==> src/nprc_pkg.sv <==
// Shared types, constants and register codes of the PCM rate and format converter.
`timescale 1ns / 1ps
package nprc_pkg;

  localparam int RATE_W   = 18;
  localparam int SAMPLE_W = 16;
  localparam int WORD_W   = 32;
  localparam int CFG_IDX_W = 3;

  localparam int MAX_UP_DEF  = 8;
  localparam int QUEUE_DEPTH = 2;

  localparam logic [SAMPLE_W-1:0] SIGN_BIAS   = 16'h8000;
  localparam logic [7:0]          FLT_EXP_OFS = 8'd112;

  localparam logic [RATE_W-1:0] SRC_RATE_RST = 18'd44100;
  localparam logic [RATE_W-1:0] DST_RATE_RST = 18'd48000;

  typedef enum logic [CFG_IDX_W-1:0] {
    REG_SRC_RATE   = 3'd0,
    REG_DST_RATE   = 3'd1,
    REG_SRC_STEREO = 3'd2,
    REG_SRC_WIDE   = 3'd3,
    REG_DST_MODE   = 3'd4,
    REG_DST_STEREO = 3'd5
  } cfg_reg_t;

  typedef enum logic [1:0] {
    MODE_U8  = 2'd0,
    MODE_S16 = 2'd1,
    MODE_F32 = 2'd2
  } dst_mode_t;

  typedef struct packed {
    logic      src_stereo;
    logic      src_wide;
    dst_mode_t dst_mode;
    logic      dst_stereo;
  } fmt_cfg_t;

  typedef enum logic [1:0] {
    F_IDLE,
    F_DIV,
    F_PUSH
  } front_state_t;

endpackage

==> src/nprc_if.sv <==
// Request and frame channel interfaces of the PCM rate and format converter.
`timescale 1ns / 1ps
interface nprc_in_if;
  logic                          valid;
  logic                          ready;
  logic                          block_start;
  logic [nprc_pkg::SAMPLE_W-1:0] left_raw;
  logic [nprc_pkg::SAMPLE_W-1:0] right_raw;

  modport source(output valid, block_start, left_raw, right_raw, input ready);
  modport sink(input valid, block_start, left_raw, right_raw, output ready);
endinterface

interface nprc_out_if;
  logic                        valid;
  logic                        ready;
  logic [nprc_pkg::WORD_W-1:0] out_left;
  logic [nprc_pkg::WORD_W-1:0] out_right;
  logic                        run_last;

  modport source(output valid, out_left, out_right, run_last, input ready);
  modport sink(input valid, out_left, out_right, run_last, output ready);
endinterface

==> src/nprc_div.sv <==
// Radix-2 restoring divider, one quotient bit per cycle.
`timescale 1ns / 1ps
module nprc_div #(
  parameter int W = nprc_pkg::RATE_W
) (
  input  logic         clk,
  input  logic         rst_n,
  input  logic         start,
  input  logic [W-1:0] dividend,
  input  logic [W-1:0] divisor,
  output logic         done,
  output logic [W-1:0] quotient,
  output logic [W-1:0] remainder
);

  localparam int CW = $clog2(W + 1);

  logic [CW-1:0] cnt_r, cnt_nxt;
  logic          done_r, done_nxt;
  logic [W-1:0]  quo_r, quo_nxt;
  logic [W-1:0]  rem_r, rem_nxt;
  logic [W-1:0]  dvs_r, dvs_nxt;
  logic [W:0]    trial;
  logic [W:0]    diff;
  logic          ge;

  assign trial = {rem_r, quo_r[W-1]};
  assign diff  = trial - {1'b0, dvs_r};
  assign ge    = trial >= {1'b0, dvs_r};

  always_comb begin
    cnt_nxt  = cnt_r;
    quo_nxt  = quo_r;
    rem_nxt  = rem_r;
    dvs_nxt  = dvs_r;
    done_nxt = 1'b0;
    if (start) begin
      cnt_nxt = CW'(W);
      quo_nxt = dividend;
      rem_nxt = '0;
      dvs_nxt = divisor;
    end else if (cnt_r != '0) begin
      // partial remainder stays below the divisor, so W bits hold it
      rem_nxt  = ge ? diff[W-1:0] : trial[W-1:0];
      quo_nxt  = {quo_r[W-2:0], ge};
      cnt_nxt  = cnt_r - CW'(1);
      done_nxt = (cnt_r == CW'(1));
    end
  end

  always_ff @(posedge clk) begin
    if (!rst_n) begin
      cnt_r  <= '0;
      done_r <= 1'b0;
    end else begin
      cnt_r  <= cnt_nxt;
      done_r <= done_nxt;
    end
  end

  always_ff @(posedge clk) begin
    quo_r <= quo_nxt;
    rem_r <= rem_nxt;
    dvs_r <= dvs_nxt;
  end

  assign done      = done_r;
  assign quotient  = quo_r;
  assign remainder = rem_r;

`ifndef SYNTHESIS
  a_rem_below_divisor: assert property (@(posedge clk) disable iff (!rst_n)
    done_r |-> (rem_r < dvs_r))
    else $error("divider remainder not below divisor");
`endif

endmodule

==> src/nprc_front.sv <==
// Front end: takes requests, advances the phase and works out the frame count.
`timescale 1ns / 1ps
module nprc_front #(
  parameter int MAX_UP = nprc_pkg::MAX_UP_DEF,
  parameter int CW     = $clog2(MAX_UP + 1),
  parameter int EW     = 2 * nprc_pkg::SAMPLE_W + CW
) (
  input  logic                        clk,
  input  logic                        rst_n,
  nprc_in_if.sink                     in_ch,
  input  nprc_pkg::fmt_cfg_t          fmt,
  input  logic [nprc_pkg::RATE_W-1:0] src_rate,
  input  logic [nprc_pkg::RATE_W-1:0] dst_rate,
  output logic                        push_valid,
  input  logic                        push_ready,
  output logic [EW-1:0]               push_data
);

  localparam int RW = nprc_pkg::RATE_W;
  localparam int SW = nprc_pkg::SAMPLE_W;

  nprc_pkg::front_state_t state_r, state_nxt;
  logic [RW-1:0] phase_r, phase_nxt;   // always below src_rate after a mapped frame
  logic [SW-1:0] lb_r, rb_r;
  logic [SW-1:0] lb_in, rb_in;
  logic [RW-1:0] acc0;
  logic          accept;
  logic          div_start;
  logic [RW-1:0] dividend;
  logic          div_done;
  logic [RW-1:0] div_quo;
  logic [RW-1:0] div_rem;
  logic [CW-1:0] frame_cnt;

  function automatic logic [SW-1:0] widen(input logic [SW-1:0] raw, input logic wide);
    return wide ? (raw ^ nprc_pkg::SIGN_BIAS) : {raw[7:0], 8'h00};
  endfunction

  assign accept    = in_ch.valid && in_ch.ready;
  assign acc0      = in_ch.block_start ? '0 : phase_r;
  assign div_start = accept && (acc0 < dst_rate);
  // count = floor((dst - acc - 1) / src) + 1, new phase = src - 1 - remainder
  assign dividend  = dst_rate - acc0 - RW'(1);

  assign lb_in = widen(in_ch.left_raw, fmt.src_wide);
  assign rb_in = fmt.src_stereo ? widen(in_ch.right_raw, fmt.src_wide) : lb_in;

  nprc_div #(.W(RW)) u_div (
    .clk       (clk),
    .rst_n     (rst_n),
    .start     (div_start),
    .dividend  (dividend),
    .divisor   (src_rate),
    .done      (div_done),
    .quotient  (div_quo),
    .remainder (div_rem)
  );

  assign frame_cnt = (div_quo >= RW'(MAX_UP)) ? CW'(MAX_UP) : (CW'(div_quo) + CW'(1));
  assign push_data = {lb_r, rb_r, frame_cnt};

  always_comb begin
    state_nxt   = state_r;
    phase_nxt   = phase_r;
    in_ch.ready = 1'b0;
    push_valid  = 1'b0;
    unique case (state_r)
      nprc_pkg::F_IDLE: begin
        in_ch.ready = 1'b1;
        // ready is high in this state, so valid alone marks an accept
        if (in_ch.valid) begin
          if (acc0 < dst_rate) begin
            state_nxt = nprc_pkg::F_DIV;
          end else begin
            phase_nxt = acc0 - dst_rate;
          end
        end
      end
      nprc_pkg::F_DIV: begin
        if (div_done) begin
          phase_nxt = src_rate - RW'(1) - div_rem;
          state_nxt = nprc_pkg::F_PUSH;
        end
      end
      nprc_pkg::F_PUSH: begin
        push_valid = 1'b1;
        if (push_ready) begin
          state_nxt = nprc_pkg::F_IDLE;
        end
      end
      default: begin
        state_nxt = nprc_pkg::F_IDLE;
      end
    endcase
  end

  always_ff @(posedge clk) begin
    if (!rst_n) begin
      state_r <= nprc_pkg::F_IDLE;
      phase_r <= '0;
    end else begin
      state_r <= state_nxt;
      phase_r <= phase_nxt;
    end
  end

  always_ff @(posedge clk) begin
    if (div_start) begin
      lb_r <= lb_in;
      rb_r <= rb_in;
    end
  end

endmodule

==> src/nprc_fifo.sv <==
// Short request queue between front and back end.
`timescale 1ns / 1ps
module nprc_fifo #(
  parameter int WIDTH = 8,
  parameter int DEPTH = nprc_pkg::QUEUE_DEPTH
) (
  input  logic             clk,
  input  logic             rst_n,
  input  logic             push_valid,
  output logic             push_ready,
  input  logic [WIDTH-1:0] push_data,
  output logic             pop_valid,
  input  logic             pop_ready,
  output logic [WIDTH-1:0] pop_data
);

  localparam int AW = $clog2(DEPTH);
  localparam int NW = $clog2(DEPTH + 1);

  logic [WIDTH-1:0] mem [DEPTH];
  logic [AW-1:0]    wr_ptr_r, wr_ptr_nxt;
  logic [AW-1:0]    rd_ptr_r, rd_ptr_nxt;
  logic [NW-1:0]    cnt_r, cnt_nxt;
  logic             push;
  logic             pop;

  assign push_ready = (cnt_r != NW'(DEPTH));
  assign pop_valid  = (cnt_r != '0);
  assign push       = push_valid && push_ready;
  assign pop        = pop_valid && pop_ready;
  assign pop_data   = mem[rd_ptr_r];

  always_comb begin
    wr_ptr_nxt = wr_ptr_r;
    rd_ptr_nxt = rd_ptr_r;
    cnt_nxt    = cnt_r;
    if (push) begin
      wr_ptr_nxt = (wr_ptr_r == AW'(DEPTH - 1)) ? '0 : wr_ptr_r + AW'(1);
    end
    if (pop) begin
      rd_ptr_nxt = (rd_ptr_r == AW'(DEPTH - 1)) ? '0 : rd_ptr_r + AW'(1);
    end
    if (push && !pop) begin
      cnt_nxt = cnt_r + NW'(1);
    end else if (pop && !push) begin
      cnt_nxt = cnt_r - NW'(1);
    end
  end

  always_ff @(posedge clk) begin
    if (!rst_n) begin
      wr_ptr_r <= '0;
      rd_ptr_r <= '0;
      cnt_r    <= '0;
    end else begin
      wr_ptr_r <= wr_ptr_nxt;
      rd_ptr_r <= rd_ptr_nxt;
      cnt_r    <= cnt_nxt;
    end
  end

  always_ff @(posedge clk) begin
    if (push) begin
      mem[wr_ptr_r] <= push_data;
    end
  end

`ifndef SYNTHESIS
  a_cnt_bound: assert property (@(posedge clk) disable iff (!rst_n)
    cnt_r <= NW'(DEPTH))
    else $error("queue fill count out of range");
`endif

endmodule

==> src/nprc_back.sv <==
// Back end: encodes a queued frame and repeats it once per output cycle unless the receiver stalls.
`timescale 1ns / 1ps
module nprc_back #(
  parameter int MAX_UP = nprc_pkg::MAX_UP_DEF,
  parameter int CW     = $clog2(MAX_UP + 1),
  parameter int EW     = 2 * nprc_pkg::SAMPLE_W + CW
) (
  input  logic               clk,
  input  logic               rst_n,
  input  nprc_pkg::fmt_cfg_t fmt,
  input  logic               pop_valid,
  output logic               pop_ready,
  input  logic [EW-1:0]      pop_data,
  nprc_out_if.source         out_ch
);

  localparam int SW = nprc_pkg::SAMPLE_W;
  localparam int WW = nprc_pkg::WORD_W;

  logic [CW-1:0] rem_r, rem_nxt;
  logic          out_valid_r, out_valid_nxt;
  logic [WW-1:0] lw_r, rw_r;
  logic [WW-1:0] out_left_r, out_right_r;
  logic          out_last_r;
  logic [SW-1:0] ent_lb, ent_rb;
  logic [CW-1:0] ent_cnt;
  logic [WW-1:0] enc_l, enc_r;
  logic          load;
  logic          pop;

  function automatic logic [WW-1:0] to_float(input logic [SW-1:0] b);
    logic [SW-1:0] mag;
    logic [3:0]    p;
    logic [23:0]   shifted;
    logic [7:0]    ex;
    mag = b[SW-1] ? (b - nprc_pkg::SIGN_BIAS) : (nprc_pkg::SIGN_BIAS - b);
    p = '0;
    for (int i = 0; i < SW; i++) begin
      if (mag[i]) begin
        p = 4'(i);
      end
    end
    ex      = nprc_pkg::FLT_EXP_OFS + {4'b0, p};
    shifted = {8'b0, mag} << (5'd23 - {1'b0, p});
    if (mag == '0) begin
      return '0;
    end
    return {~b[SW-1], ex, shifted[22:0]};
  endfunction

  function automatic logic [WW-1:0] encode(input logic [SW-1:0] b,
                                           input nprc_pkg::dst_mode_t m);
    logic [WW-1:0] w;
    unique case (m)
      nprc_pkg::MODE_U8:  w = {24'b0, b[SW-1:8]};
      nprc_pkg::MODE_S16: w = {16'b0, b ^ nprc_pkg::SIGN_BIAS};
      nprc_pkg::MODE_F32: w = to_float(b);
      default:            w = '0;
    endcase
    return w;
  endfunction

  assign {ent_lb, ent_rb, ent_cnt} = pop_data;
  assign enc_l = encode(ent_lb, fmt.dst_mode);
  assign enc_r = fmt.dst_stereo ? encode(ent_rb, fmt.dst_mode) : '0;

  assign load      = (rem_r != '0) && (!out_valid_r || out_ch.ready);
  // refill the hold stage as its last frame moves to the output register
  assign pop_ready = (rem_r == '0) || ((rem_r == CW'(1)) && load);
  assign pop       = pop_valid && pop_ready;

  always_comb begin
    rem_nxt       = rem_r;
    out_valid_nxt = out_valid_r;
    if (load) begin
      rem_nxt       = rem_r - CW'(1);
      out_valid_nxt = 1'b1;
    end else if (out_ch.ready) begin
      out_valid_nxt = 1'b0;
    end
    if (pop) begin
      rem_nxt = ent_cnt;
    end
  end

  always_ff @(posedge clk) begin
    if (!rst_n) begin
      rem_r       <= '0;
      out_valid_r <= 1'b0;
    end else begin
      rem_r       <= rem_nxt;
      out_valid_r <= out_valid_nxt;
    end
  end

  always_ff @(posedge clk) begin
    if (pop) begin
      lw_r <= enc_l;
      rw_r <= enc_r;
    end
    if (load) begin
      out_left_r  <= lw_r;
      out_right_r <= rw_r;
      out_last_r  <= (rem_r == CW'(1));
    end
  end

  assign out_ch.valid     = out_valid_r;
  assign out_ch.out_left  = out_left_r;
  assign out_ch.out_right = out_right_r;
  assign out_ch.run_last  = out_last_r;

`ifndef SYNTHESIS
  a_rem_bound: assert property (@(posedge clk) disable iff (!rst_n)
    rem_r <= CW'(MAX_UP))
    else $error("frame repeat count above limit");

  a_last_marked: assert property (@(posedge clk) disable iff (!rst_n)
    (load && (rem_r == CW'(1))) |=> (out_ch.valid && out_ch.run_last))
    else $error("final frame of a request not marked last");

  a_no_pop_midrun: assert property (@(posedge clk) disable iff (!rst_n)
    (pop && (rem_r != '0)) |=> $past(load))
    else $error("queue popped while frames remain");
`endif

endmodule

==> src/nearest_pcm_rate_format_converter.sv <==
// Top level: configuration registers and front end, queue and back end.
// A request that maps to frames holds the front end through accept, 18 divider steps
// (one quotient bit per cycle), the done strobe and the queue push; one that maps to none
// is taken every cycle. The back end sends one frame per cycle unless the receiver
// stalls, up to MAX_UP per request, each through the hold stage and output register.
// Synchronous active-low reset restores the register defaults, clears the phase and
// empties the queue and output stage.
`timescale 1ns / 1ps
module nearest_pcm_rate_format_converter #(
  parameter int MAX_UP      = nprc_pkg::MAX_UP_DEF,
  parameter int QUEUE_DEPTH = nprc_pkg::QUEUE_DEPTH
) (
  input  logic                           clk,
  input  logic                           rst_n,
  nprc_in_if.sink                        in_ch,
  nprc_out_if.source                     out_ch,
  input  logic                           cfg_we,
  input  logic [nprc_pkg::CFG_IDX_W-1:0] cfg_idx,
  input  logic [nprc_pkg::RATE_W-1:0]    cfg_data
);

  localparam int RW = nprc_pkg::RATE_W;
  localparam int CW = $clog2(MAX_UP + 1);
  localparam int EW = 2 * nprc_pkg::SAMPLE_W + CW;

  logic [RW-1:0]      src_rate_r, src_rate_nxt;
  logic [RW-1:0]      dst_rate_r, dst_rate_nxt;
  nprc_pkg::fmt_cfg_t fmt_r, fmt_nxt;
  logic [RW-1:0]      src_rate_eff, dst_rate_eff;

  logic          push_valid, push_ready;
  logic [EW-1:0] push_data;
  logic          pop_valid, pop_ready;
  logic [EW-1:0] pop_data;

  always_comb begin
    src_rate_nxt = src_rate_r;
    dst_rate_nxt = dst_rate_r;
    fmt_nxt      = fmt_r;
    if (cfg_we) begin
      unique case (nprc_pkg::cfg_reg_t'(cfg_idx))
        nprc_pkg::REG_SRC_RATE:   src_rate_nxt       = cfg_data;
        nprc_pkg::REG_DST_RATE:   dst_rate_nxt       = cfg_data;
        nprc_pkg::REG_SRC_STEREO: fmt_nxt.src_stereo = cfg_data[0];
        nprc_pkg::REG_SRC_WIDE:   fmt_nxt.src_wide   = cfg_data[0];
        nprc_pkg::REG_DST_MODE:   fmt_nxt.dst_mode   = nprc_pkg::dst_mode_t'(cfg_data[1:0]);
        nprc_pkg::REG_DST_STEREO: fmt_nxt.dst_stereo = cfg_data[0];
        default: ;
      endcase
    end
  end

  always_ff @(posedge clk) begin
    if (!rst_n) begin
      src_rate_r       <= nprc_pkg::SRC_RATE_RST;
      dst_rate_r       <= nprc_pkg::DST_RATE_RST;
      fmt_r.src_stereo <= 1'b1;
      fmt_r.src_wide   <= 1'b1;
      fmt_r.dst_mode   <= nprc_pkg::MODE_F32;
      fmt_r.dst_stereo <= 1'b1;
    end else begin
      src_rate_r <= src_rate_nxt;
      dst_rate_r <= dst_rate_nxt;
      fmt_r      <= fmt_nxt;
    end
  end

  // a zero rate behaves as one
  assign src_rate_eff = (src_rate_r == '0) ? RW'(1) : src_rate_r;
  assign dst_rate_eff = (dst_rate_r == '0) ? RW'(1) : dst_rate_r;

  nprc_front #(.MAX_UP(MAX_UP), .CW(CW), .EW(EW)) u_front (
    .clk        (clk),
    .rst_n      (rst_n),
    .in_ch      (in_ch),
    .fmt        (fmt_r),
    .src_rate   (src_rate_eff),
    .dst_rate   (dst_rate_eff),
    .push_valid (push_valid),
    .push_ready (push_ready),
    .push_data  (push_data)
  );

  nprc_fifo #(.WIDTH(EW), .DEPTH(QUEUE_DEPTH)) u_fifo (
    .clk        (clk),
    .rst_n      (rst_n),
    .push_valid (push_valid),
    .push_ready (push_ready),
    .push_data  (push_data),
    .pop_valid  (pop_valid),
    .pop_ready  (pop_ready),
    .pop_data   (pop_data)
  );

  nprc_back #(.MAX_UP(MAX_UP), .CW(CW), .EW(EW)) u_back (
    .clk       (clk),
    .rst_n     (rst_n),
    .fmt       (fmt_r),
    .pop_valid (pop_valid),
    .pop_ready (pop_ready),
    .pop_data  (pop_data),
    .out_ch    (out_ch)
  );

endmodule

==> src/flat_wrapper.sv <==
// flat-port wrapper written by rule: the top's interface ports become plain ports
module nearest_pcm_rate_format_converter_flat 
#(
  parameter int MAX_UP      = nprc_pkg::MAX_UP_DEF,
  parameter int QUEUE_DEPTH = nprc_pkg::QUEUE_DEPTH
)
  (clk, rst_n, cfg_we, cfg_idx, cfg_data, in_ch_valid, in_ch_block_start, in_ch_left_raw, in_ch_right_raw, in_ch_ready, out_ch_valid, out_ch_out_left, out_ch_out_right, out_ch_run_last, out_ch_ready);
  nprc_in_if in_ch_i ();
  nprc_out_if out_ch_i ();
  input  logic clk;
  input  logic rst_n;
  input  logic cfg_we;
  input  logic [nprc_pkg::CFG_IDX_W-1:0] cfg_idx;
  input  logic [nprc_pkg::RATE_W-1:0] cfg_data;
  input wire logic [$bits(in_ch_i.valid)-1:0] in_ch_valid;
  input wire logic [$bits(in_ch_i.block_start)-1:0] in_ch_block_start;
  input wire logic [$bits(in_ch_i.left_raw)-1:0] in_ch_left_raw;
  input wire logic [$bits(in_ch_i.right_raw)-1:0] in_ch_right_raw;
  output wire logic [$bits(in_ch_i.ready)-1:0] in_ch_ready;
  output wire logic [$bits(out_ch_i.valid)-1:0] out_ch_valid;
  output wire logic [$bits(out_ch_i.out_left)-1:0] out_ch_out_left;
  output wire logic [$bits(out_ch_i.out_right)-1:0] out_ch_out_right;
  output wire logic [$bits(out_ch_i.run_last)-1:0] out_ch_run_last;
  input wire logic [$bits(out_ch_i.ready)-1:0] out_ch_ready;
  assign in_ch_i.valid = in_ch_valid;
  assign in_ch_i.block_start = in_ch_block_start;
  assign in_ch_i.left_raw = in_ch_left_raw;
  assign in_ch_i.right_raw = in_ch_right_raw;
  assign in_ch_ready = in_ch_i.ready;
  assign out_ch_valid = out_ch_i.valid;
  assign out_ch_out_left = out_ch_i.out_left;
  assign out_ch_out_right = out_ch_i.out_right;
  assign out_ch_run_last = out_ch_i.run_last;
  assign out_ch_i.ready = out_ch_ready;
  nearest_pcm_rate_format_converter #(.MAX_UP(MAX_UP), .QUEUE_DEPTH(QUEUE_DEPTH)) u_core (.clk(clk), .rst_n(rst_n), .in_ch(in_ch_i), .out_ch(out_ch_i), .cfg_we(cfg_we), .cfg_idx(cfg_idx), .cfg_data(cfg_data));
endmodule
==> config.mk <==
export PLATFORM = sky130hd
export DESIGN_NAME = nearest_pcm_rate_format_converter_flat
export DESIGN_NICKNAME = d
export VERILOG_FILES = /design/src/nprc_pkg.sv /design/src/nprc_if.sv /design/src/nprc_div.sv /design/src/nprc_front.sv /design/src/nprc_fifo.sv /design/src/nprc_back.sv /design/src/nearest_pcm_rate_format_converter.sv /design/src/flat_wrapper.sv
export SDC_FILE = /design/constraint.sdc
export NUM_CORES = 1
export LEC_CHECK = 0
export BUFFER_PORTS_ARGS = -buffer_cell sky130_fd_sc_hd__buf_4
export CAP_MARGIN = 20
export CORE_MARGIN = 10
export CORE_UTILIZATION = 45
export DETAILED_ROUTE_END_ITERATION = 16
export PLACE_DENSITY = 0.74
export SLEW_MARGIN = 5
export SYNTH_ARGS = -nofsm -noshare
export SYNTH_HDL_FRONTEND = slang
export SYNTH_SLANG_ARGS = --single-unit
==> constraint.sdc <==
create_clock -name clk -period 4.9 [get_ports clk]
set_input_delay 0 -clock clk [delete_from_list [all_inputs] [get_ports clk]]
set_output_delay 0 -clock clk [all_outputs]
set_load 0.01 [all_outputs]
* Yosys cells after proc, flatten, opt, wreduce, memory -nomap -nowiden
Memories as Yosys holds them, arrays and structs flattened. A register that Yosys moved wholly into a read port is not among the register bits.
Cells that the tools add are included.
** Operators by class
- $add $sub $neg :: 21
- Multipliers :: 0
- Div/mod/pow operators :: 0
- Order comparisons :: 3
- Equal/unequal tests :: 17
- Shift-type cells :: 2
- Mux-type cells :: 79
- Bitwise logic cells :: 6
- Reductions and logical operators :: 39
** Operators by type and width (count)
- case mux 32 bit (3 select lines) :: 2
- two-way mux 18 bit :: 9
- two-way mux 4 bit :: 33
- two-way mux 32 bit :: 4
- two-way mux 16 bit :: 5
- subtractor 18 bit :: 4
- left shift 16 x 5 -> 23 bit :: 2
- logical NOT 18 bit :: 2
- case mux 18 bit (2 select lines) :: 1
- subtractor 18 x 1 -> 18 bit (second input constant) :: 2
- logical NOT 16 bit :: 2
- subtractor 16 bit (first input constant) :: 2
- subtractor 16 bit (second input constant) :: 2
- >= comparator 19 x 18 -> 1 bit :: 1
- >= comparator 18 x 4 -> 1 bit (second input constant) :: 1
- less-than comparator 18 bit :: 1
- adder 7 x 4 -> 8 bit (first input constant) :: 2
- two-way mux 1 bit :: 16
- two-way mux 2 bit :: 6
- AND reduction 2 bit :: 6
- nonzero test 2 bit :: 6
- two-way mux 5 bit :: 2
- inequality test 2 bit (second input constant) :: 5
- subtractor 5 x 4 -> 5 bit (first input constant) :: 2
- 27 further kinds :: 49
** Storage, ports and cells
- Register bits after elaboration :: 291
- Latch bits :: 0
- Bits in writable memories :: 72
- ROM bits :: 0
- Output and inout bits :: 67
- Logic and storage cells :: 194
- Memories :: 1
** Memory list
- u_core.u_fifo.mem :: words 2, width 36, read ports 1, clocked after memory_dff 1, wr ports 1, line nprc_fifo.sv:20 : logic [WIDTH-1:0] mem [DEPTH];

* Logic depth before layout (Yosys ltp)
Gate-level depths: netlist of the first run.
- Depth in word-level cells :: 22
- Gate-level depth with buffers :: 19

* Hierarchy
From an unflattened synthesis of the first run, not the netlist that was laid out.
** Second synthesis, totals
- Cell total of the unflattened synthesis :: 2058
- Area total of the unflattened synthesis :: 20908.8 um^2
** By module, submodules not included
- nprc_back :: instances 1, cells an instance 711, area each 7584.8 um^2
- nprc_front :: instances 1, cells an instance 665, area each 5397.7 um^2
- nprc_div :: instances 1, cells an instance 320, area each 3313.2 um^2
- nprc_fifo :: instances 1, cells an instance 136, area each 2832.7 um^2
- nearest_pcm_rate_format_converter :: instances 1, cells an instance 226, area each 1780.5 um^2

* Least setup slack after synthesis of the first run
No wires, ideal clock.
- Path kind :: register to register
- Start :: register u_core.dst_rate_r[10]
- End :: register u_core.u_front.lb_r[0], enable pin
- Data arrival time :: 4.676 ns
- Data required time :: 4.466 ns
- Slack :: -0.210 ns
- Stages on the path, launching flop included :: 18
- Path buffers :: 1
- Period minus slack after synthesis :: 5.110 ns
- Cells stage by stage :: dfxtp_1 nor4_1 nand2_1 nor4_1 a41o_1 ha_1 fa_1 nand2b_1 a21oi_1 o21ai_0 a21oi_1 o2111ai_1 nand3_1 a311oi_1 o21ai_0 or2_2 inv_1 clkbuf_1
** Between the ends
- Cells in the longest elaborated chain, start to end :: 4
** RTL lines
- from (decl) :: line nearest_pcm_rate_format_converter.sv:27 : logic [RW-1:0] dst_rate_r, dst_rate_nxt;
- from (signal assigned) :: line nearest_pcm_rate_format_converter.sv:56 : dst_rate_r <= nprc_pkg::DST_RATE_RST;
- from (signal assigned) :: line nearest_pcm_rate_format_converter.sv:63 : dst_rate_r <= dst_rate_nxt;
- logical NOT 18 bit :: line nearest_pcm_rate_format_converter.sv:70 : assign dst_rate_eff = (dst_rate_r == '0) ? RW'(1) : dst_rate_r;
- two-way mux 18 bit * :: line nearest_pcm_rate_format_converter.sv:70
- less-than comparator 18 bit * :: line nprc_front.sv:41 : assign div_start = accept && (acc0 < dst_rate);
- logical AND 1 bit * :: line nprc_front.sv:41
- net u_core.u_front.div_start :: line nprc_front.sv:28 : logic div_start;
- to (signal assigned) :: line nprc_front.sv:109 : lb_r <= lb_in;
- to (decl) :: line nprc_front.sv:24 : logic [SW-1:0] lb_r, rb_r;
Mark *: on every way through the listed nets, which the timed path passes. The rest lies on a longest branch.
A chain may end at the register's enable or synchronous reset.

* Worst setup path in the final report of the first run
- Start :: register u_core.dst_rate_r[6]
- End :: register u_core.u_front.u_div.dvs_r[8], enable pin
** Between the ends
- Cells in the longest elaborated chain, start to end :: 4
** RTL lines
- logical NOT 18 bit :: line nearest_pcm_rate_format_converter.sv:70
- two-way mux 18 bit * :: line nearest_pcm_rate_format_converter.sv:70
- less-than comparator 18 bit * :: line nprc_front.sv:41
- logical AND 1 bit * :: line nprc_front.sv:41
- to (signal assigned) :: line nprc_div.sv:64 : dvs_r <= dvs_nxt;
- to (decl) :: line nprc_div.sv:22 : logic [W-1:0] dvs_r, dvs_nxt;
Mark *: on every way between the ends. The rest lies on a longest branch, timed or not.

==> results.md, run 1 <==
Setup path
- 4.72 ns — Arrival @ worst endpoint
- nor4_1, nand2_1, nor4_1, a41o_1, ha_1, fa_1, nand2b_1, a21oi_1, o21ai_0, a21oi_1, o2111ai_1, nand3_1, a311oi_2, o21ai_0, or2_2, inv_2, buf_12 — critical path cell sequence
- reg2reg — kind of critical path
- simple AND/OR/NAND/NOR gates — Crit path max-delay family
- u_core.dst_rate_r[6]$_SDFFE_PN0P_ — reg2reg start
- register — Setup crit start kind
- 17 — number of cell instances on the worst register-to-register path
- 0.45 ns — Max stage delay on crit path
- 0.38 ns — reg-to-reg setup timing slack
- u_core.u_front.u_div.dvs_r[8]$_DFFE_PP_ — termination of the worst setup path
- register — critical path endpoint category
- 17 — WP depth
- 59 — critical path peak fanout
- u_core.dst_rate_r[6]$_SDFFE_PN0P_ — crit path launch
- sky130_fd_sc_hd__or2_2 — cell with the largest stage delay on the worst path
- 2 — Critical path buffers and inverters
- 5.10 ns — WP data required
- u_core.u_front.u_div.dvs_r[8]$_DFFE_PP_ — R2R Path End

Finish
- 0.1469 — share of layout cells above drive strength 1
- sky130_fd_sc_hd__edfxtp_1 — most common cell after layout, fill and taps aside
- 0.5309 — core occupancy in the finished layout
- sky130_fd_sc_hd__edfxtp_1 (257), sky130_fd_sc_hd__nand2_1 (168), sky130_fd_sc_hd__buf_4 (152) — commonest cells after routing, fill and taps aside
- 2163 — net count reported at finish
- 16.69% — Layout Area Growth over Synthesis

CTS
- 352 — number of clock sinks
- 2 — level count of the clock H-tree
- built — TritonCTS clock tree
- 0.06 ns — clock-pin transition on the worst setup and hold timing paths
- 3 — largest buffer count on any clock path
- 0.54 ns — clock network latency to the later pin of the worst-skew pair
- sky130_fd_sc_hd__clkbuf_16 — clock root buffer master
- 36 — TritonCTS Buffers

Pwr
- 0.003590 W — net switching power figure
- 0.006928 W — internal power component
- 0.353 — combinational cell fraction of total power
- 8.799 nW — reported leakage power
- 0.0002377 V — largest vdd supply drop
- 0.247 — clock share of power
- 0.3413 — switching share of power
- 459.9 nW/um^2 — power density relative to cell area
- 0.399 — sequential group share of total power

Timing
- 0.9233 — fin crit share
- 4.524 ns — minimum period implied by the final worst setup slack
- 221.0 MHz — maximum operating frequency
- 0 — number of slew-limit violations in the final report
- 1.115 ns — transition time of the tightest slew-check pin
- 0 ns — setup total negative slack
- 0.2463 — worst rel slew slack
- 0 — number of hold violations in the final report
- 0.01839 ns — post-route clock skew
- 0.3760 ns — setup ws final
- 0 — number of failing setup endpoints in the final timing report

Die
- 76 — row count
- 228.7 um — height of the chip
- 0.4550 — starting density of the core
- 43080 um^2 — area inside the core boundary
- 52300 um^2 — Die Footprint
- 228.7 um — die width
- 126 — Top-Level Pins

Placement
- 35.42 mm — half-perimeter wire length after detailed placement
- 123 — Port Buf Inserts
- 0.4125 ns — Post-Place Worst Slack
- 0.9426 — placer's final routability congestion estimate

Synthesis
- 10.47 um^2 — Synth Area per Inst
- 0 — share of async-settable or async-resettable flops after synthesis
- 257 — EDFF count, synth
- 19600 um^2 — Post-Syn Area
- sky130_fd_sc_hd__edfxtp_1 — Post-synth top flop
- 105 — post-synthesis cell type count
- 0.4908 — sequential element share of the synthesized area
- 1872 — Cells after Synth
- 0 — count of warnings emitted by yosys
- 352 — #FFs+latches synth

Route
- 49.07 mm — Routed WL
- 18.61 um — post-detailed-route wirelength per cell
- 5.570 — DR vias/cell
- 14.69k — routed vias
- 5 — TritonRoute pass-1 iters
- 0 — DR DRC count
- 0 — antenna viol nets, final
- 1158 — Iter 0 DRT Violations

Run status
- finished, final reports clean — outcome

GRT
- 0.1807 — total track usage
- 67 — largest net degree at the start of global routing
- 14.54k — number of global-route vias before repair
- 3 — initial antenna violation count
- 77.57 mm — wire length of the first global-routing pass
- 0 — global route total overflow

Hold path
- in2reg — class of the worst hold path

Flow run
- 0 — max-capacitance violation count

## timing repair
action / 4_1_cts / 5_1_grt
setup buffers: 0 / 0
gates resized for setup: 0 / 1
hold endpoints to repair: 81 / 0
hold buffers: 74 / 0
endpoints found under the setup margin: 0 / 57
## sequential cells by signal, summed over array words and instances (netlist names), named ones only
name	count
u_core.dst_rate_r	18
u_core.fmt_r	5
u_core.src_rate_r	18
u_core.u_back.lw_r	29
u_core.u_back.out_ch.out_left	29
u_core.u_back.out_ch.out_right	29
u_core.u_back.out_ch.run_last	1
u_core.u_back.out_ch.valid	1
u_core.u_back.rem_r	4
u_core.u_back.rw_r	29
u_core.u_fifo.cnt_r	2
u_core.u_fifo.mem	72
u_core.u_fifo.rd_ptr_r	1
u_core.u_fifo.wr_ptr_r	1
u_core.u_front.lb_r	16
u_core.u_front.phase_r	18
u_core.u_front.rb_r	16
u_core.u_front.state_r	2
u_core.u_front.u_div.cnt_r	5
u_core.u_front.u_div.done	1
u_core.u_front.u_div.dvs_r	18
u_core.u_front.u_div.quotient	18
u_core.u_front.u_div.remainder	18
## worst min-delay path, cell delays in order
cell and delay, ns:
sky130_fd_sc_hd__buf_4 0.09, sky130_fd_sc_hd__a32o_1 0.28, sky130_fd_sc_hd__a211oi_1 0.12
## power by group through the flow
stage                     logic, W  registers, W  clock network [W]
final                      0.00372       0.00420            0.00260
after global routing       0.00411       0.00426            0.00277
after CTS                  0.00371       0.00421            0.00265
after detailed placement   0.00365       0.00427                  0
after global placement     0.00359       0.00425                  0
after floorplan            0.00249       0.00432                  0
## synthesized netlist by cell type, types with 41 or more instances
master | instances | area, um^2
sky130_fd_sc_hd__nor2_1 | 135 | 506.7
sky130_fd_sc_hd__edfxtp_1 | 257 | 7717
sky130_fd_sc_hd__ha_1 | 79 | 988.5
sky130_fd_sc_hd__clkbuf_1 | 91 | 341.6
sky130_fd_sc_hd__a21oi_1 | 136 | 680.7
sky130_fd_sc_hd__nand2_1 | 168 | 630.6
sky130_fd_sc_hd__inv_1 | 105 | 394.1
sky130_fd_sc_hd__a211oi_1 | 50 | 375.4
sky130_fd_sc_hd__mux2i_1 | 81 | 810.8
sky130_fd_sc_hd__nor2b_1 | 41 | 256.5
sky130_fd_sc_hd__xnor2_1 | 56 | 490.5
sky130_fd_sc_hd__dfxtp_1 | 95 | 1902
sky130_fd_sc_hd__o21ai_0 | 79 | 395.4
## through the flow
stage          area, um^2  hold WS, ns  std cells  total power [W]
5_1_grt             22870      0.01401       2637          0.01115
4_1_cts             22810      0.02175       2632          0.01057
3_5_place_dp        20970       0.2479       2493         0.007917
6_report            22870     0.002154       2637          0.01052
3_3_place_gp        20970       0.2433       2493         0.007839
2_1_floorplan       19600       0.1240       1873         0.006806
## kinds of logic after synthesis
| kind of cell | count (synthesis) | synth area share |
|---|---|---|
| and+or+nand+nor | 553 | 0.1421 |
| AOI/OAI and AO/OA | 444 | 0.1511 |
| DFF | 352 | 0.4908 |
| buffers and inverters | 227 | 0.04973 |
| muxes | 122 | 0.07189 |
| xor gates and xnor gates | 91 | 0.04067 |
| adders and majority gates | 82 | 0.05350 |
| other | 1 | 0.0001913 |
## worst min-delay path by stage
stage | from | end | slack, ns | depth (start not counted)
3_5_place_dp | cfg_data[2] | u_core.src_rate_r[2]$_SDFFE_PN1P_ | 0.25 | 3
6_report | in_ch_valid | u_core.u_front.phase_r[14]$_SDFFE_PN0P_ | 0.002 | 3
3_3_place_gp | cfg_data[2] | u_core.src_rate_r[2]$_SDFFE_PN1P_ | 0.24 | 3
5_1_grt | in_ch_valid | u_core.u_front.phase_r[14]$_SDFFE_PN0P_ | 0.01 | 3
4_1_cts | in_ch_right_raw[9] | u_core.u_front.rb_r[9]$_DFFE_PP_ | 0.02 | 3
2_1_floorplan | cfg_data[2] | u_core.src_rate_r[2]$_SDFFE_PN1P_ | 0.12 | 2
## final cells by class
cell class | count | area, um^2
Fill cell | 3650 | 20210
Sequential cell | 352 | 9623
Multi-Input combinational cell | 1294 | 9051
Timing Repair Buffer | 229 | 1944
Clock buffer | 50 | 983.4
Tap cell | 585 | 732.0
Inverter | 109 | 409.1
Clock inverter | 15 | 120.1
Antenna cell | 3 | 7.507
## layer usage
layer / vias to the layer above / share of wire / global-route usage
li1: 7086 / - / -
met1: 7034 / 0.42 / 0.2236
met2: 449 / 0.49 / 0.3123
met3: 120 / 0.052 / 0.02743
met4: 0 / 0.033 / 0.06790
met5: - / 0 / 0
(Power assumes the default switching activity.)
==> run 2, diff against run 1 <==
--- a/config.mk
+++ b/config.mk
@@ -8,10 +8,11 @@
 export BUFFER_PORTS_ARGS = -buffer_cell sky130_fd_sc_hd__buf_4
 export CAP_MARGIN = 20
 export CORE_MARGIN = 10
-export CORE_UTILIZATION = 45
+export CORE_UTILIZATION = 35
 export DETAILED_ROUTE_END_ITERATION = 16
-export PLACE_DENSITY = 0.74
+export PLACE_DENSITY = 0.63
 export SLEW_MARGIN = 5
 export SYNTH_ARGS = -nofsm -noshare
 export SYNTH_HDL_FRONTEND = slang
+export SYNTH_HIERARCHICAL = 1
 export SYNTH_SLANG_ARGS = --single-unit
==> results.md, run 2 <==
Pwr
- 9.276 nW — reported leakage power, +5.4%
- 469.4 nW/um^2 — power density relative to cell area, +2.1%
- 0.01139 W — Power, Total, +8.3%
- 0.0002408 V — largest vdd supply drop, +1.3%

Finish
- u_core/u_fifo/mem — register name with the most flops
- sky130_fd_sc_hd__edfxtp_1 — most common cell after layout, fill and taps aside
- 72 — flip-flop count of the largest register after layout, unchanged
- 16.09% — Layout Area Growth over Synthesis
- 0.1590 — share of layout cells above drive strength 1, +0.01209
- sky130_fd_sc_hd__edfxtp_1 (257), sky130_fd_sc_hd__nand2_1 (191), sky130_fd_sc_hd__buf_4 (159) — commonest cells after routing, fill and taps aside
- 2327 — net count reported at finish, +7.6%
- 2988 — final cell count without fillers, +13%
- 24270 um^2 — Final Cell Area, +6.1%

CTS
- built — TritonCTS clock tree
- 352 — number of clock sinks, unchanged
- 0.57 ns — clock network latency to the later pin of the worst-skew pair, +0.03 ns
- 0.06 ns — clock-pin transition on the worst setup and hold timing paths, about the same
- 3 — largest buffer count on any clock path, unchanged
- 0 — CTS resizes, unchanged
- 2 — level count of the clock H-tree, unchanged
- sky130_fd_sc_hd__clkbuf_16 — clock root buffer master
- 39 — TritonCTS Buffers, +8.3%

Setup path
- u_core/u_front/u_div/remainder[15]$_SDFFE_PP0P_ — R2R Path End
- 0.36 ns — reg-to-reg setup timing slack, -0.02 ns
- 4.99 ns — Arrival @ worst endpoint, +0.27 ns
- register — Setup crit start kind
- reg2reg — kind of critical path
- 5.35 ns — WP data required, +0.25 ns
- 16 — number of cell instances on the worst register-to-register path, -1
- 46 — critical path peak fanout, -22%
- u_core/u_front/u_div/remainder[15]$_SDFFE_PP0P_ — termination of the worst setup path
- u_core/dst_rate_r[1]$_SDFFE_PN0P_ — reg2reg start
- register — critical path endpoint category
- u_core/dst_rate_r[1]$_SDFFE_PN0P_ — crit path launch

Die
- 59130 um^2 — area inside the core boundary, +37%
- 69920 um^2 — Die Footprint, +34%
- 264.4 um — height of the chip, +16%
- 0.3536 — starting density of the core, -0.1014
- 126 — Top-Level Pins, unchanged
- 264.4 um — die width, +16%
- 89 — row count, +17%

Route
- 57.29 mm — Routed WL, +17%
- 16.18k — routed vias, +10%
- 5.415 — DR vias/cell, -2.8%
- 0 — DR DRC count, unchanged
- 0 — antenna viol nets, final, unchanged
- 1435 — Iter 0 DRT Violations, +24%
- 19.17 um — post-detailed-route wirelength per cell, +3.0%
- 6 — TritonRoute pass-1 iters, +1

Synthesis
- 352 — #FFs+latches synth, unchanged
- 116 — post-synthesis cell type count, +10%
- 0.4601 — sequential element share of the synthesized area, -0.03075
- 20910 um^2 — Post-Syn Area, +6.7%
- sky130_fd_sc_hd__edfxtp_1 — Post-synth top flop
- sky130_fd_sc_hd__edfxtp_1 — Synth area leader
- 257 — EDFF count, synth, unchanged
- sky130_fd_sc_hd__edfxtp_1 (37%), sky130_fd_sc_hd__dfxtp_1 (9.1%), sky130_fd_sc_hd__ha_1 (4.7%), sky130_fd_sc_hd__mux2_2 (3.6%), sky130_fd_sc_hd__nand2_1 (3.4%) — top post-synthesis cells by area
- sky130_fd_sc_hd__edfxtp_1 (257), sky130_fd_sc_hd__nand2_1 (191), sky130_fd_sc_hd__nor2_1 (141) — cell types with the highest counts after synthesis
- 0.3691 — area share of the largest cell type after synthesis, -0.02467
- 10.16 um^2 — Synth Area per Inst, -3.0%
- 0 — share of async-settable or async-resettable flops after synthesis, unchanged
- sky130_fd_sc_hd__edfxtp_1 — most frequent cell after synthesis
- 2058 — Cells after Synth, +9.9%
- 6 — count of warnings emitted by yosys, +6

Placement
- 2837 — placed insts, +14%
- 123 — Port Buf Inserts, unchanged
- 0.3656 ns — Post-Place Worst Slack, -0.04693 ns
- 42.33 mm — half-perimeter wire length after detailed placement, +20%
- 0.9257 — placer's final routability congestion estimate, -1.8%
- 22220 um^2 — Area after DPL, +5.9%

Timing
- 0 — number of hold violations in the final report, unchanged
- 0.2650 — worst rel slew slack, +0.01872
- false — RSZ-0062 raised after global routing
- 0 — number of slew-limit violations in the final report, unchanged
- 0.01832 ns — post-route clock skew, -0.00006970 ns
- 1.101 ns — transition time of the tightest slew-check pin, -0.01438 ns
- 220.1 MHz — maximum operating frequency, -0.41%
- 0 ns — setup total negative slack, unchanged
- 0.3572 ns — setup ws final, -0.01879 ns
- 0.9271 — fin crit share, +0.003836
- 0 — number of failing setup endpoints in the final timing report, unchanged
- 4.543 ns — minimum period implied by the final worst setup slack, +0.01879 ns

Hold path
- in2reg — class of the worst hold path

GRT
- 15.97k — number of global-route vias before repair, +9.8%
- 2 — initial antenna violation count, -1
- 68 — largest net degree at the start of global routing, +1.5%
- 0.1582 — total track usage, -0.02243
- 90.05 mm — wire length of the first global-routing pass, +16%
- 0 — global route total overflow, unchanged

Flow run
- 0 — max-capacitance violation count, unchanged

Run status
- finished, final reports clean — outcome

[run 2: cell types whose count changed after synthesis, sizes merged, moves of 17 or more]
cell,change
a31oi,+25
mux2,+40
nand3,+19
a21oi,-28
nand2,+21
nor3,+24
buf,+52
mux2i,-28
a211oi,-24
clkbuf,-17
a21boi,+30
[run 2: repair_timing]
| item | CTS | global route |
|---|---|---|
| buffers inserted | 0 | 0 |
| hold buffers | 80 | 0 |
| endpoints found under the hold margin | 78 | 0 |
[run 2: area by class of cell]
| type | count | area (um^2) |
|---|---|---|
| Tap cell | 773 | 967.2 |
| Clock buffer | 49 | 1013 |
| Antenna cell | 1 | 2.502 |
| Sequential cell | 352 | 9619 |
| Clock inverter | 21 | 240.2 |
| Inverter | 122 | 457.9 |
| Fill cell | 5644 | 34860 |
| Timing Repair Buffer | 239 | 1994 |
| Multi-Input combinational cell | 1431 | 9978 |
[run 2: routing by layer]
layer,share of wire,up-vias,track usage
li1,-,7735,-
met1,0.46,7836,0.2175
met2,0.45,544,0.2514
met3,0.071,66,0.03083
met4,0.018,0,0.04053
met5,0,-,0
[run 2: worst min-delay path by stage]
stage / cells after the start / to / startpoint
2_1_floorplan: 1 / register / rst_n
3_3_place_gp: 3 / u_core/src_rate_r[2]$_SDFFE_PN1P_ / cfg_data[2]
3_5_place_dp: 3 / u_core/src_rate_r[2]$_SDFFE_PN1P_ / cfg_data[2]
4_1_cts: 3 / u_core/u_front/rb_r[8]$_DFFE_PP_ / in_ch_right_raw[8]
5_1_grt: 3 / u_core/u_front/rb_r[8]$_DFFE_PP_ / in_ch_right_raw[8]
6_report: 3 / u_core/u_front/rb_r[8]$_DFFE_PP_ / in_ch_right_raw[8]
[run 2: worst max-delay path, cell delays in order, from the launching register on]
cell and delay (ns):
sky130_fd_sc_hd__dfxtp_1 0.38, sky130_fd_sc_hd__or4_1 0.54, sky130_fd_sc_hd__o31ai_1 0.48, sky130_fd_sc_hd__ha_1 0.28
sky130_fd_sc_hd__fa_1 0.21, sky130_fd_sc_hd__nand2b_1 0.15, sky130_fd_sc_hd__a21oi_2 0.10, sky130_fd_sc_hd__nor2b_1 0.30
sky130_fd_sc_hd__o211ai_2 0.18, sky130_fd_sc_hd__a21oi_1 0.16, sky130_fd_sc_hd__nand2_1 0.12, sky130_fd_sc_hd__nor2_4 0.12
sky130_fd_sc_hd__buf_4 0.50, sky130_fd_sc_hd__inv_1 0.30, sky130_fd_sc_hd__and3_1 0.25, sky130_fd_sc_hd__a41oi_1 0.21
sky130_fd_sc_hd__o21ai_1 0.11
[run 2: logic make-up (layout without fill, tap and decap cells)]
family	Yosys count	count (layout)	share of synthesized area
xor gates and xnor gates	86	86	0.03638
buffers and inverters	276	431	0.06421
muxes	136	136	0.07037
other	1	3	0.0001794
adders and majority gates	83	83	0.05110
AOI/OAI and AO/OA	467	467	0.1558
and+or+nand+nor	657	657	0.1619
DFF	352	352	0.4601
[run 2: metrics by stage]
step / hold WS (ns) / utilization
floorplan: 0.1217 / -
global placement: 0.2325 / 0.3757
detailed placement: 0.2303 / 0.3757
CTS: 0.01511 / 0.4105
global route: 0.02992 / 0.4105
finish: 0.04375 / 0.4105
[run 2: where the power goes]
| group | switching (W) | internal (W) |
|---|---|---|
| registers | 0.000288 | 0.00395 |
| clock network | 0.00122 | 0.00170 |
| logic | 0.00255 | 0.00169 |
| total | 0.00405 | 0.00734 |
==> run 3, diff against run 2 <==
--- a/config.mk
+++ b/config.mk
@@ -10,7 +10,7 @@
 export CORE_MARGIN = 10
 export CORE_UTILIZATION = 35
 export DETAILED_ROUTE_END_ITERATION = 16
-export PLACE_DENSITY = 0.63
+export PLACE_DENSITY_LB_ADDON = 0.05
 export SLEW_MARGIN = 5
 export SYNTH_ARGS = -nofsm -noshare
 export SYNTH_HDL_FRONTEND = slang
==> results.md, run 3 (synthesized netlist as in run 2, its figures left out) <==
Route
- 5.378 — DR vias/cell, -0.69%
- 62.24 mm — Routed WL, +8.6%
- 16.07k — routed vias, -0.69%
- 0 — antenna viol nets, final, unchanged
- 20.83 um — post-detailed-route wirelength per cell, +8.6%
- 0 — DR DRC count, unchanged
- 5 — TritonRoute pass-1 iters, -1
- 1150 — Iter 0 DRT Violations, -20%

Placement
- 123 — Port Buf Inserts, unchanged
- 0.8716 — placer's final routability congestion estimate, -5.8%
- 0.4006 ns — Post-Place Worst Slack, +0.03503 ns
- 46.78 mm — half-perimeter wire length after detailed placement, +11%
- 2836 — placed insts, -0.035%

Finish
- 2324 — net count reported at finish, -0.13%
- 9978 um^2 — area of combinational cells with multiple inputs, unchanged
- sky130_fd_sc_hd__edfxtp_1 — most common cell after layout, fill and taps aside
- u_core/u_fifo/mem — register name with the most flops
- 9620 um^2 — footprint of the flip-flops and latches, about the same
- 5806 — total of fill cells in the finished design, +2.9%
- 72 — flip-flop count of the largest register after layout, unchanged
- sky130_fd_sc_hd__edfxtp_1 (257), sky130_fd_sc_hd__nand2_1 (191), sky130_fd_sc_hd__buf_4 (158) — commonest cells after routing, fill and taps aside
- 16.14% — Layout Area Growth over Synthesis, about the same
- 2988 — final cell count without fillers, unchanged
- 0 — antenna cells, -1
- 0.1607 — share of layout cells above drive strength 1, +0.001734

CTS
- built — TritonCTS clock tree
- 352 — number of clock sinks, unchanged
- 43 — TritonCTS Buffers, +10%
- 2 — level count of the clock H-tree, unchanged
- sky130_fd_sc_hd__clkbuf_16 — clock root buffer master
- 0 — number of buffers inserted by post-CTS setup repair, unchanged
- 0.56 ns — clock network latency to the later pin of the worst-skew pair, about the same
- 0 — CTS resizes, unchanged
- 3 — largest buffer count on any clock path, unchanged
- 0.06 ns — clock-pin transition on the worst setup and hold timing paths, about the same

Setup path
- 2 — Critical path buffers and inverters, unchanged
- buf_4, mux2_2, nor4_4, buf_4, a31oi_1, xor2_1, a211oi_1, o311a_1, or2_1, nor3_1, o31ai_1, a311oi_1 — critical path cell sequence
- 16 — critical path peak fanout, -65%
- register — critical path endpoint category
- 0.56 ns — Max stage delay on crit path, +0.02 ns
- simple AND/OR/NAND/NOR gates — Crit path max-delay family
- sky130_fd_sc_hd__nor3_1 — cell with the largest stage delay on the worst path
- register — Setup crit start kind
- 4.91 ns — Arrival @ worst endpoint, -0.08 ns
- reg2reg — kind of critical path
- sky130_fd_sc_hd__buf_4 — cell repeated most along the worst path
- 5.26 ns — WP data required, -0.09 ns

Timing
- 0 ns — setup total negative slack, unchanged
- 1.063 ns — transition time of the tightest slew-check pin, -0.03777 ns
- 0 — number of slew-limit violations in the final report, unchanged
- 0.3530 ns — setup ws final, -0.004258 ns
- 0.9280 — fin crit share, about the same
- 219.9 MHz — maximum operating frequency, about the same
- 0 — number of failing setup endpoints in the final timing report, unchanged
- 0 — number of hold violations in the final report, unchanged
- 0.2902 — worst rel slew slack, +0.02521
- 4.547 ns — minimum period implied by the final worst setup slack, +0.004258 ns
- false — RSZ-0062 raised after global routing
- 0.01620 ns — post-route clock skew, -0.002128 ns

Die
- 89 — row count, unchanged
- 126 — Top-Level Pins, unchanged
- 59130 um^2 — area inside the core boundary, unchanged
- 69920 um^2 — Die Footprint, unchanged
- 264.4 um — die width, unchanged
- 0.3536 — starting density of the core, unchanged
- 264.4 um — height of the chip, unchanged

Pwr
- 0.004140 W — net switching power figure, +2.1%
- 0.007427 W — internal power component, +1.2%
- 0.0002300 V — largest vdd supply drop, -4.5%
- 9.304 nW — reported leakage power, +0.30%
- 0.367 — sequential group share of total power, -0.005
- 0.3579 — switching share of power, +0.002139
- 0.371 — combinational cell fraction of total power, about the same
- 476.3 nW/um^2 — power density relative to cell area, +1.5%
- 0.262 — clock share of power, +0.006

GRT
- 1 — initial antenna violation count, -1
- 68 — largest net degree at the start of global routing, unchanged
- 96.31 mm — wire length of the first global-routing pass, +7.0%
- 0.1735 — total track usage, +0.01524
- 16.02k — number of global-route vias before repair, +0.29%
- 0 — global route total overflow, unchanged

Hold path
- in2reg — class of the worst hold path

Run status
- finished, final reports clean — outcome

Flow run
- 0 — max-capacitance violation count, unchanged

==> run 3: cell type report <==
class | instances | area share
clock buffer | 54 | 0.04818
inverter | 122 | 0.01886
timing repair buffer | 232 | 0.07935
clock inverter | 24 | 0.006698
tap | 773 | 0.03983
sequential | 352 | 0.3962
multi-input combinational | 1431 | 0.4109
==> run 3: worst paths after layout <==
check	from	slack [ns]	end	depth (start not counted)
worst max register to register	register	0.35	u_core/u_back/rw_r[18]$_SDFFCE_PN0P_	12
worst min-delay path	cfg_data[13]	0.24	u_core/dst_rate_r[13]$_SDFFE_PN1P_	4
worst min register to register	u_core/u_back/lw_r[8]$_DFFE_PP_	0.42	u_core/u_back/out_ch.out_left[8]$_DFFE_PP_	0
worst max-delay path	register	0.35	u_core/u_back/rw_r[18]$_SDFFCE_PN0P_	12
==> run 3: power groups by stage <==
stage | Sequential, W | Clock (W) | Combinational [W]
floorplan | 0.00436 | 0 | 0.00286
global placement | 0.00431 | 0 | 0.00428
detailed placement | 0.00432 | 0 | 0.00427
CTS | 0.00426 | 0.00314 | 0.00433
global route | 0.00431 | 0.00327 | 0.00474
finish | 0.00424 | 0.00303 | 0.00429
==> run 3: timing repair <==
action | 4_1_cts | 5_1_grt
setup endpoints to repair | 0 | 0
hold buffers | 74 | 0
hold endpoints to repair | 77 | 0
==> run 3: metrics by stage <==
stage	hold WS (ns)	total power [W]	area (um^2)	utilization
after global routing	0.2530	0.01232	24280	0.4107
after floorplan	0.1217	0.007220	20920	-
after global placement	0.2415	0.008586	22210	0.3756
after CTS	0.2047	0.01173	24280	0.4107
final	0.2450	0.01157	24280	0.4107
after detailed placement	0.2409	0.008584	22210	0.3756
==> run 3: worst reg2reg max path: cells and delay by family (launching register included) <==
| kind | cells | cell delay [ns] |
|---|---|---|
| AO/OA/AOI/OAI | 5 | 1.06 |
| buffers and inverters | 2 | 0.50 |
| flip-flops | 1 | 0.38 |
| multiplexers | 1 | 0.49 |
| AND/OR/NAND/NOR | 3 | 1.49 |
| XOR/XNOR | 1 | 0.44 |
==> run 3: metal layers <==
metal,up-vias,routed length (um),part of all wire,GRT usage
met5,-,13,0.00021,0
met4,2,805,0.013,0.03261
met3,59,2952,0.047,0.02796
met2,386,28960,0.47,0.2832
met1,7891,29520,0.47,0.2403
li1,7732,-,-,-
